<file path="src/design/assert_macros.svh">
// Assertion macros shared by the table RTL; empty when SYNTHESIS is defined.
`ifndef ASSERT_MACROS_SVH
`define ASSERT_MACROS_SVH

`ifndef SYNTHESIS

`define ASSERT_CLK(label, clk, rst_n, prop) \
	label: assert property (@(posedge clk) disable iff (!rst_n) prop) \
		else $error("assertion failed");

`define ASSERT_NEVER(label, clk, rst_n, cond) \
	`ASSERT_CLK(label, clk, rst_n, !(cond))

`else

`define ASSERT_CLK(label, clk, rst_n, prop)

`define ASSERT_NEVER(label, clk, rst_n, cond)

`endif

`endif

</file>
<file path="src/design/sdt_pkg.sv">
// Shared constants, entry type and controller/datapath interface structs.
package sdt_pkg;

	localparam int MAX_ENTRIES = 8;
	localparam int HIT_BITS    = 16;
	localparam int IDX_W       = (MAX_ENTRIES > 1) ? $clog2(MAX_ENTRIES) : 1;
	localparam int CNT_W       = $clog2(MAX_ENTRIES + 1);

	localparam int OP_W      = 2;
	localparam int TIME_W    = 32;
	localparam int ADDR_W    = 48;
	localparam int KIND_W    = 8;
	localparam int STR_W     = 8;
	localparam int TOTAL_W   = 4;
	localparam int SLOT_W    = 3;
	localparam int HIT_OUT_W = 16;

	localparam int IN_DATA_W  = 96;
	localparam int OUT_DATA_W = 72;

	localparam logic [OP_W-1:0] OP_FEED  = 2'd0;
	localparam logic [OP_W-1:0] OP_START = 2'd1;
	localparam logic [OP_W-1:0] OP_STOP  = 2'd2;

	typedef struct packed {
		logic [ADDR_W-1:0]       addr;
		logic [KIND_W-1:0]       kind;
		logic signed [STR_W-1:0] best;
		logic [HIT_BITS-1:0]     hits;
	} sdt_entry_t;

	typedef struct packed {
		logic load_item;
		logic exec;
		logic bubble;
		logic load_out;
	} sdt_cmd_t;

	typedef struct packed {
		logic swap;
		logic out_free;
	} sdt_status_t;

endpackage

</file>
<file path="src/design/sdt_ctrl.sv">
// Sequencing state machine for the strongest-device table.
`include "assert_macros.svh"

module sdt_ctrl
	import sdt_pkg::*;
(
	input  logic        clk,
	input  logic        arst_n,
	input  logic        in_valid,
	output logic        in_ready,
	input  sdt_status_t status,
	output sdt_cmd_t    cmd
);

	localparam logic [1:0] S_IDLE   = 2'd0;
	localparam logic [1:0] S_EXEC   = 2'd1;
	localparam logic [1:0] S_BUBBLE = 2'd2;
	localparam logic [1:0] S_FIN    = 2'd3;

	logic [1:0] state_q;
	logic [1:0] state_d;

	always_comb begin
		state_d  = state_q;
		cmd      = '0;
		in_ready = 1'b0;
		case (state_q)
			S_IDLE: begin
				in_ready = 1'b1;
				if (in_valid) begin
					cmd.load_item = 1'b1;
					state_d       = S_EXEC;
				end
			end
			S_EXEC: begin
				cmd.exec = 1'b1;
				state_d  = S_BUBBLE;
			end
			S_BUBBLE: begin
				// one neighbor swap per cycle until the entry settles
				cmd.bubble = 1'b1;
				if (!status.swap) begin
					state_d = S_FIN;
				end
			end
			S_FIN: begin
				if (status.out_free) begin
					cmd.load_out = 1'b1;
					state_d      = S_IDLE;
				end
			end
			default: begin
				state_d = S_IDLE;
			end
		endcase
	end

	always_ff @(posedge clk or negedge arst_n) begin
		if (!arst_n) begin
			state_q <= S_IDLE;
		end else begin
			state_q <= state_d;
		end
	end

	`ASSERT_CLK(a_load_goes_exec, clk, arst_n, cmd.load_item |=> state_q == S_EXEC)
	`ASSERT_CLK(a_out_goes_idle, clk, arst_n, cmd.load_out |=> state_q == S_IDLE)

endmodule

</file>
<file path="src/design/sdt_datapath.sv">
// Table storage, search/update, bubble swap and window timing for the table.
`include "assert_macros.svh"

module sdt_datapath
	import sdt_pkg::*;
(
	input  logic                  clk,
	input  logic                  arst_n,
	input  logic                  cfg_we,
	input  logic [TIME_W-1:0]     cfg_wdata,
	input  logic [OP_W-1:0]       in_op,
	input  logic [IN_DATA_W-1:0]  in_data,
	input  sdt_cmd_t              cmd,
	output sdt_status_t           status,
	input  logic                  out_ready,
	output logic                  out_valid,
	output logic [OUT_DATA_W-1:0] out_data
);

	// held item
	logic [OP_W-1:0]         op_q;
	logic [TIME_W-1:0]       now_q;
	logic [ADDR_W-1:0]       addr_q;
	logic [KIND_W-1:0]       kind_q;
	logic signed [STR_W-1:0] str_q;

	logic [TIME_W-1:0] learn_q;
	logic [TIME_W-1:0] latched_q;
	logic [TIME_W-1:0] start_q;
	logic              running_q;
	logic [CNT_W-1:0]  count_q;
	logic [IDX_W-1:0]  cur_q;
	logic              acc_q;
	logic              out_valid_q;
	logic [OUT_DATA_W-1:0] out_data_q;

	sdt_entry_t ent_q [MAX_ENTRIES];
	sdt_entry_t ent_d [MAX_ENTRIES];
	sdt_entry_t new_ent;
	sdt_entry_t sel_ent;

	logic [MAX_ENTRIES-1:0] match;
	logic [MAX_ENTRIES-1:0] inv;
	logic [IDX_W-1:0]       match_idx;
	logic [IDX_W-1:0]       new_pos;
	logic                   feed;
	logic                   found;
	logic                   room;
	logic                   beats;
	logic                   take_new;
	logic                   sorted_ok;

	logic [TIME_W-1:0]    elapsed;
	logic                 win_open;
	logic [TIME_W-1:0]    time_left;
	logic [HIT_OUT_W-1:0] hit_out;
	logic [STR_W-1:0]     best_out;
	logic [SLOT_W-1:0]    slot_out;

	assign feed = cmd.exec && (op_q == OP_FEED) && running_q;

	// key search over all valid entries at once
	always_comb begin
		match_idx = '0;
		for (int j = 0; j < MAX_ENTRIES; j++) begin
			match[j] = (CNT_W'(j) < count_q) && (ent_q[j].addr == addr_q) &&
				(ent_q[j].kind == kind_q);
		end
		for (int j = MAX_ENTRIES - 1; j >= 0; j--) begin
			if (match[j]) begin
				match_idx = IDX_W'(j);
			end
		end
	end

	assign found    = |match;
	assign room     = count_q < CNT_W'(MAX_ENTRIES);
	assign beats    = str_q > ent_q[MAX_ENTRIES-1].best;
	assign take_new = !found && (room || beats);
	assign new_pos  = room ? count_q[IDX_W-1:0] : IDX_W'(MAX_ENTRIES - 1);

	always_comb begin
		new_ent.addr = addr_q;
		new_ent.kind = kind_q;
		new_ent.best = str_q;
		new_ent.hits = HIT_BITS'(1);
	end

	// only the moving entry can be out of order with its upper neighbor
	always_comb begin
		inv = '0;
		for (int j = 1; j < MAX_ENTRIES; j++) begin
			inv[j] = acc_q && (cur_q == IDX_W'(j)) && (ent_q[j-1].best < ent_q[j].best);
		end
	end

	assign status.swap     = |inv;
	assign status.out_free = !out_valid_q || out_ready;

	always_comb begin
		for (int j = 0; j < MAX_ENTRIES; j++) begin
			ent_d[j] = ent_q[j];
		end
		if (cmd.bubble) begin
			for (int j = 1; j < MAX_ENTRIES; j++) begin
				if (inv[j]) begin
					ent_d[j]   = ent_q[j-1];
					ent_d[j-1] = ent_q[j];
				end
			end
		end
		if (feed) begin
			for (int j = 0; j < MAX_ENTRIES; j++) begin
				if (match[j]) begin
					if (ent_q[j].hits != {HIT_BITS{1'b1}}) begin
						ent_d[j].hits = ent_q[j].hits + 1'b1;
					end
					if (str_q > ent_q[j].best) begin
						ent_d[j].best = str_q;
					end
				end else if (take_new && (new_pos == IDX_W'(j))) begin
					ent_d[j] = new_ent;
				end
			end
		end
	end

	always_ff @(posedge clk) begin
		for (int j = 0; j < MAX_ENTRIES; j++) begin
			ent_q[j] <= ent_d[j];
		end
	end

	// result fields
	assign sel_ent   = ent_q[cur_q];
	assign elapsed   = now_q - start_q;
	assign win_open  = running_q && (elapsed < latched_q);
	assign time_left = win_open ? (latched_q - elapsed) : '0;
	assign hit_out   = acc_q ? HIT_OUT_W'(sel_ent.hits) : '0;
	assign best_out  = acc_q ? sel_ent.best : '0;
	assign slot_out  = acc_q ? SLOT_W'(cur_q) : '0;

	always_ff @(posedge clk) begin
		if (cmd.load_item) begin
			op_q   <= in_op;
			now_q  <= in_data[31:0];
			addr_q <= in_data[79:32];
			kind_q <= in_data[87:80];
			str_q  <= in_data[95:88];
		end
		if (cmd.load_out) begin
			out_data_q <= {7'd0, best_out, hit_out, slot_out, acc_q,
				TOTAL_W'(count_q), time_left, win_open};
		end
	end

	always_ff @(posedge clk or negedge arst_n) begin
		if (!arst_n) begin
			learn_q     <= '0;
			latched_q   <= '0;
			start_q     <= '0;
			running_q   <= 1'b0;
			count_q     <= '0;
			cur_q       <= '0;
			acc_q       <= 1'b0;
			out_valid_q <= 1'b0;
		end else begin
			if (cfg_we) begin
				learn_q <= cfg_wdata;
			end
			if (cmd.exec) begin
				acc_q <= 1'b0;
				case (op_q)
					OP_START: begin
						count_q   <= '0;
						start_q   <= now_q;
						latched_q <= learn_q;
						running_q <= 1'b1;
					end
					OP_STOP: begin
						running_q <= 1'b0;
					end
					OP_FEED: begin
						if (running_q) begin
							if (found) begin
								cur_q <= match_idx;
								acc_q <= 1'b1;
							end else if (take_new) begin
								cur_q <= new_pos;
								acc_q <= 1'b1;
								if (room) begin
									count_q <= count_q + 1'b1;
								end
							end
						end
					end
					default: begin
					end
				endcase
			end
			if (cmd.bubble && status.swap) begin
				cur_q <= cur_q - 1'b1;
			end
			if (cmd.load_out) begin
				out_valid_q <= 1'b1;
			end else if (out_ready) begin
				out_valid_q <= 1'b0;
			end
		end
	end

	assign out_valid = out_valid_q;
	assign out_data  = out_data_q;

	always_comb begin
		sorted_ok = 1'b1;
		for (int j = 1; j < MAX_ENTRIES; j++) begin
			if ((CNT_W'(j) < count_q) && (ent_q[j-1].best < ent_q[j].best)) begin
				sorted_ok = 1'b0;
			end
		end
	end

	`ASSERT_NEVER(a_count_range, clk, arst_n, count_q > CNT_W'(MAX_ENTRIES))
	`ASSERT_CLK(a_swap_moves_up, clk, arst_n, (cmd.bubble && status.swap) |=> cur_q == $past(cur_q) - 1'b1)
	`ASSERT_CLK(a_sorted_at_result, clk, arst_n, cmd.load_out |-> sorted_ok)

endmodule

</file>
<file path="src/design/strongest_device_table.sv">
// Top level of the strongest-device table: stream ports, controller and datapath.
//
// Keeps up to MAX_ENTRIES radio devices (key: 48-bit address plus kind byte),
// sorted strongest-first by best strength. Each input word gives exactly one
// output word. An item holds the block through the accepting cycle, a search
// and update step, the bubble loop (one neighbor swap per cycle until the
// observed entry settles; it moves up 0..MAX_ENTRIES-1 places) and a step
// that loads the output register once that register is free. Start, stop and
// dropped feeds take the same steps with no swap. A new word is taken only
// when the previous one is finished; the output register lets the block take
// that next word while the last result still waits on m_axis_tready.
// learn_window_ms is written through cfg_we/cfg_wdata and latched by a start
// item; write it only while the block is idle. No clearing pass after reset.
`include "assert_macros.svh"

module strongest_device_table
	import sdt_pkg::*;
(
	input  logic                  clk,
	input  logic                  arst_n,
	// configuration: learn_window_ms
	input  logic                  cfg_we,
	input  logic [TIME_W-1:0]     cfg_wdata,
	// input words
	input  logic                  s_axis_tvalid,
	output logic                  s_axis_tready,
	// [31:0] now_time_ms, [79:32] device_address, [87:80] address_kind_code,
	// [95:88] signal_strength
	input  logic [IN_DATA_W-1:0]  s_axis_tdata,
	// [1:0] operation
	input  logic [OP_W-1:0]       s_axis_tuser,
	// result words
	output logic                  m_axis_tvalid,
	input  logic                  m_axis_tready,
	// [0] window_open, [32:1] time_left_ms, [36:33] entry_total, [37] accepted,
	// [40:38] final_slot, [56:41] hit_total, [64:57] strongest_seen, [71:65] zero
	output logic [OUT_DATA_W-1:0] m_axis_tdata
);

	sdt_cmd_t    cmd;
	sdt_status_t status;

	sdt_ctrl u_ctrl (
		.clk      (clk),
		.arst_n   (arst_n),
		.in_valid (s_axis_tvalid),
		.in_ready (s_axis_tready),
		.status   (status),
		.cmd      (cmd)
	);

	sdt_datapath u_datapath (
		.clk       (clk),
		.arst_n    (arst_n),
		.cfg_we    (cfg_we),
		.cfg_wdata (cfg_wdata),
		.in_op     (s_axis_tuser),
		.in_data   (s_axis_tdata),
		.cmd       (cmd),
		.status    (status),
		.out_ready (m_axis_tready),
		.out_valid (m_axis_tvalid),
		.out_data  (m_axis_tdata)
	);

	// an accepted word must not overwrite a result still being built
	`ASSERT_NEVER(a_no_accept_busy, clk, arst_n, s_axis_tready && cmd.bubble)

endmodule

</file>
<file path="config.mk">
export PLATFORM = sky130hd
export DESIGN_NAME = strongest_device_table
export DESIGN_NICKNAME = d
export VERILOG_FILES = /design/src/design/sdt_pkg.sv /design/src/design/sdt_ctrl.sv /design/src/design/sdt_datapath.sv /design/src/design/strongest_device_table.sv
export VERILOG_INCLUDE_DIRS = /design/src /design/src/design
export SDC_FILE = /design/constraint.sdc
export NUM_CORES = 2
export LEC_CHECK = 0
export BUFFER_PORTS_ARGS = -buffer_cell sky130_fd_sc_hd__buf_4
export CAP_MARGIN = 20
export CORE_ASPECT_RATIO = 0.75
export CORE_MARGIN = 2
export CORE_UTILIZATION = 43
export DETAILED_ROUTE_END_ITERATION = 12
export GPL_TIMING_DRIVEN = 0
export SETUP_SLACK_MARGIN = 0.4
export SLEW_MARGIN = 10
export SYNTH_ARGS = -nofsm -noshare
export SYNTH_HDL_FRONTEND = slang
export SYNTH_SLANG_ARGS = --single-unit
</file>
<file path="constraint.sdc">
create_clock -name clk -period 10.3 [get_ports clk]
set_input_delay 0.515 -clock clk [delete_from_list [all_inputs] [get_ports clk]]
set_output_delay 0.515 -clock clk [all_outputs]
set_load 0.02 [all_outputs]
</file>
==> metrics.md <==
| Metric | Value |
|---|---|
| # fillers | between 10000 and 15000 |
| CP Max Fanout | 10 |
| Reg2reg path depth | 15 |
| Die Ht | 312.4 um |
| Crit end category | flop |
| Final Wtd Congestion | about 1.0 |
| Status | finished, final reports clean |
| First-pass GRT wire length | between 300000 and 400000 um |
| Final-report hold violation count | 0 |
| Initial antenna violation count | 8 |
| Area Growth Syn to Fin | 16.06% |
| Max incr delay on CP | about 1 ns |
| Starting Density | a little over two fifths |
| Pin count of the biggest net entering global routing | 59 |
| Fmax | between 0.15 and 0.2 GHz |
| Placeable Area | about 130000 um2 |
| I/O pins | between 200 and 250 |
| Avg Cell Area, Syn | 8.539 um2 |
| Least-Margin Pin Slew | roughly 1.3 ns |
| Power Density | 296.2 nW/um2 |
| CTS root buf | clkbuf_16 |
| R2R Path Start | u_datapath.cur_q[1] |
| CTS Hold Buffers Added | approximately 130 |
| Synthesized cell area | between 50000 and 60000 um2 |
| Clk_skew | between 0.02 and 0.03 ns |
| Die area | around 130000 um2 |
| Antenna-violating nets left | 0 |
| Die width | 415.2 um |
| Global route total overflow | 0 |
| Final Power | around 0.019 W |
| Min-delay src | cfg_we |
| Nature of the critical path startpoint | flop |
| Register area share after synthesis | between 30% and 40% |
| Flops & latches, synth | 911 |
| WHS Path Cells | 2 |
| Hold endpoint | u_datapath.learn_q[31] |
| Cells along the critical path | clkbuf_1, clkbuf_1, clkbuf_1, inv_1, ha_1, nand3_1, or4b_2, a211oi_1, o21ai_0, o221a_2, buf_2, a21oi_1, clkbuf_1, o21ai_0, mux2i_1 |
| DRT Wirelength | around 270000 um |
| Max-slew violations | 0 |
| Synth cell types | 96 |
| Leak pwr | around 25 nW |
| Relative slew slack | between 10% and 20% |
| Inserted Clock Buffers | approximately 100 |
| Slowest stage cell, crit path | a21oi_1 |
| Asr flop ratio synth | approximately an eighth |
| Worst hold-check path type | primary input to flop |
| RSZ-0062 raised after global routing | false |
| Reg2Reg Setup Slack | about 3.7 ns |
| Peak supply drop | 0.0001906 V |
| Layout cell share with drive strength beyond 1 | 11.67% |
| Post-Syn Instances | 6385 |
| Post-CTS sizing | 0 |
| Worst r2r dst | u_datapath.ent_q[5][16] |
| Max_cap viols | 0 |
| H-tree levels | 3 |
| Vias in the first global route | 50210 |
| CP arrival | a little over 7 ns |
| Vias per inst | ~6.4 |
| Worst-Skew Late Latency | just under 0.8 ns |
| Global-route usage over all layers | between 30% and 40% |
| Post-CTS setup buffers | 0 |
| Final period demand of the worst path | between 6 and 7 ns |
| Critical path class | flop to flop |
| Synth Flop Type | dfxtp_1 |
| Clock Pin Slew Worst Setup and Hold Paths | approximately 0.07 ns |
| Number of flops mapped to enable cells by yosys | ~160 |
| First-pass DRT Iterations | 7 |
| Final Cycle Share | a little under two thirds |
| CTS tree | yes |
| Hpwl dp | 212000 um |
| Std cell rows | between 100 and 150 |
| Final Setup Violations | 0 |
| Yosys warns | 0 |
| CP most frequent cell | clkbuf_1 |
| CP startpoint | u_datapath.cur_q[1] |
| Vias | about 55000 |
| Sink Count | 911 |
| Port buffer count | 200 |
| Clock Path Buffers | 3 |
| Drt drc | 0 |
| Setup TNS Final | 0 ns |
| Critical Path RT | 10.97 ns |
| DR iter-0 viols | 8499 |
| Wire per inst | approximately 31 um |
| # nets final | between 7000 and 8000 |
critical path: cells and delay by family (launching register included):
family / cells / cell delay [ns]
buffers and inverters: 6 / 2.23
AND/OR/NAND/NOR: 2 / 0.88
adder cells (fa/ha/maj): 1 / 0.35
multiplexers: 1 / 0.34
AO/OA/AOI/OAI: 5 / 2.23
flip-flops: 1 / 0.41
cells by family after synthesis:
| group | Yosys count | share of synthesized area [%] |
|---|---|---|
| fa+ha+maj | 200 | 4.617 |
| flops | 911 | 37.43 |
| other cells | 1 | 0.006878 |
| mux | 377 | 8.425 |
| compound gates | 1981 | 21.88 |
| buf+inv | 702 | 5.510 |
| simple gates | 1759 | 14.84 |
| xor+xnor | 454 | 7.293 |
state kept, by name, indices dropped and copies added, names as in the netlist, 2 cells and up:
signal                flops
u_ctrl.state_q            2
u_datapath.addr_q        48
u_datapath.count_q        4
u_datapath.cur_q          3
u_datapath.ent_q        640
u_datapath.kind_q         8
u_datapath.latched_q     32
u_datapath.learn_q       32
u_datapath.now_q         32
u_datapath.op_q           2
u_datapath.out_data      65
u_datapath.start_q       32
u_datapath.str_q          8
worst max path at each step:
stage                                         end  slack (ns)  cells after the start
after floorplan            u_datapath.out_data[8]        5.47                     23
after global placement          u_ctrl.state_q[1]        3.49                     15
after detailed placement   u_datapath.out_data[8]        4.05                     23
after CTS                  u_datapath.out_data[8]        4.00                     23
after global routing       u_datapath.out_data[8]        3.47                     23
final                     u_datapath.ent_q[5][16]        3.72                     15
per-stage QoR:
stage / cell area, um2 / worst slack, ns / hold WS, ns / utilization, % / cells
4_1_cts: 63180 / 3.999 / 0.1991 / 50.04 / 8598
6_report: 63280 / 3.720 / 0.2514 / 50.12 / 8606
3_5_place_dp: 58390 / 4.046 / 0.4535 / 46.25 / 8274
3_3_place_gp: 58130 / 3.488 / 0.4572 / 46.04 / 8258
5_1_grt: 63280 / 3.469 / 0.2299 / 50.12 / 8606
2_1_floorplan: 54540 / 5.472 / 0.2194 / - / 6391
layout by cell type, fill, tap and decap left out, types with 45 or more instances in the layout:
cell	instances
nand2_1	702
dfxtp_1	640
o21ai_0	590
o22ai_1	463
a21oi_1	451
nor2_1	442
clkbuf_1	325
xor2_1	305
buf_4	247
ha_1	198
inv_1	179
mux2i_1	175
edfxtp_1	163
xnor2_1	149
mux2_2	147
dlygate4sd3_1	132
buf_2	119
dfrtp_1	108
o211ai_1	106
clkbuf_16	102
nand3_1	93
nor4_1	82
nor3_1	76
and3_1	75
nand4_1	66
o22a_1	65
nand2b_1	61
a211oi_1	54
mux4_2	48
nor2b_1	47
buf_1	45
power by group:
part           internal (W)  total [W]  leakage [nW]  switching (W)
sequential          0.00483    0.00662          8.05        0.00179
combinational       0.00318    0.00821          14.9        0.00503
clock               0.00219    0.00392          1.68        0.00173
total                0.0102     0.0187          24.7        0.00854
layer usage:
layer  wire [um]  track usage, %  up-vias
met3       37350           13.66      487
met2      101900           52.89     3786
li1            -               -    24080
met5         404           1.947        -
met4       11520           14.94       10
met1      115900           57.79    26810
synth_stat cells, types with 147 or more instances:
master	count	area [um2]
nand2_1	702	2635
dfxtp_1	640	12810
o21ai_0	590	2953
o22ai_1	463	2897
a21oi_1	451	2257
nor2_1	442	1659
clkbuf_1	305	1145
xor2_1	305	2671
ha_1	198	2477
inv_1	179	671.9
mux2i_1	175	1752
edfxtp_1	163	4895
xnor2_1	149	1305
mux2_2	147	1655
cell type report:
type | count | area, um2 | area share (%)
multi-input combinational | 4778 | 31170 | 49.26
sequential | 911 | 20410 | 32.25
timing repair buffer | 355 | 3137 | 4.957
clock buffer | 136 | 2810 | 4.441
buffer | 518 | 2315 | 3.658
tap | 1667 | 2086 | 3.296
inverter | 184 | 690.7 | 1.091
clock inverter | 56 | 655.6 | 1.036
antenna | 1 | 2.502 | 0.003955
Note: power is estimated with default switching activity, not from simulation.
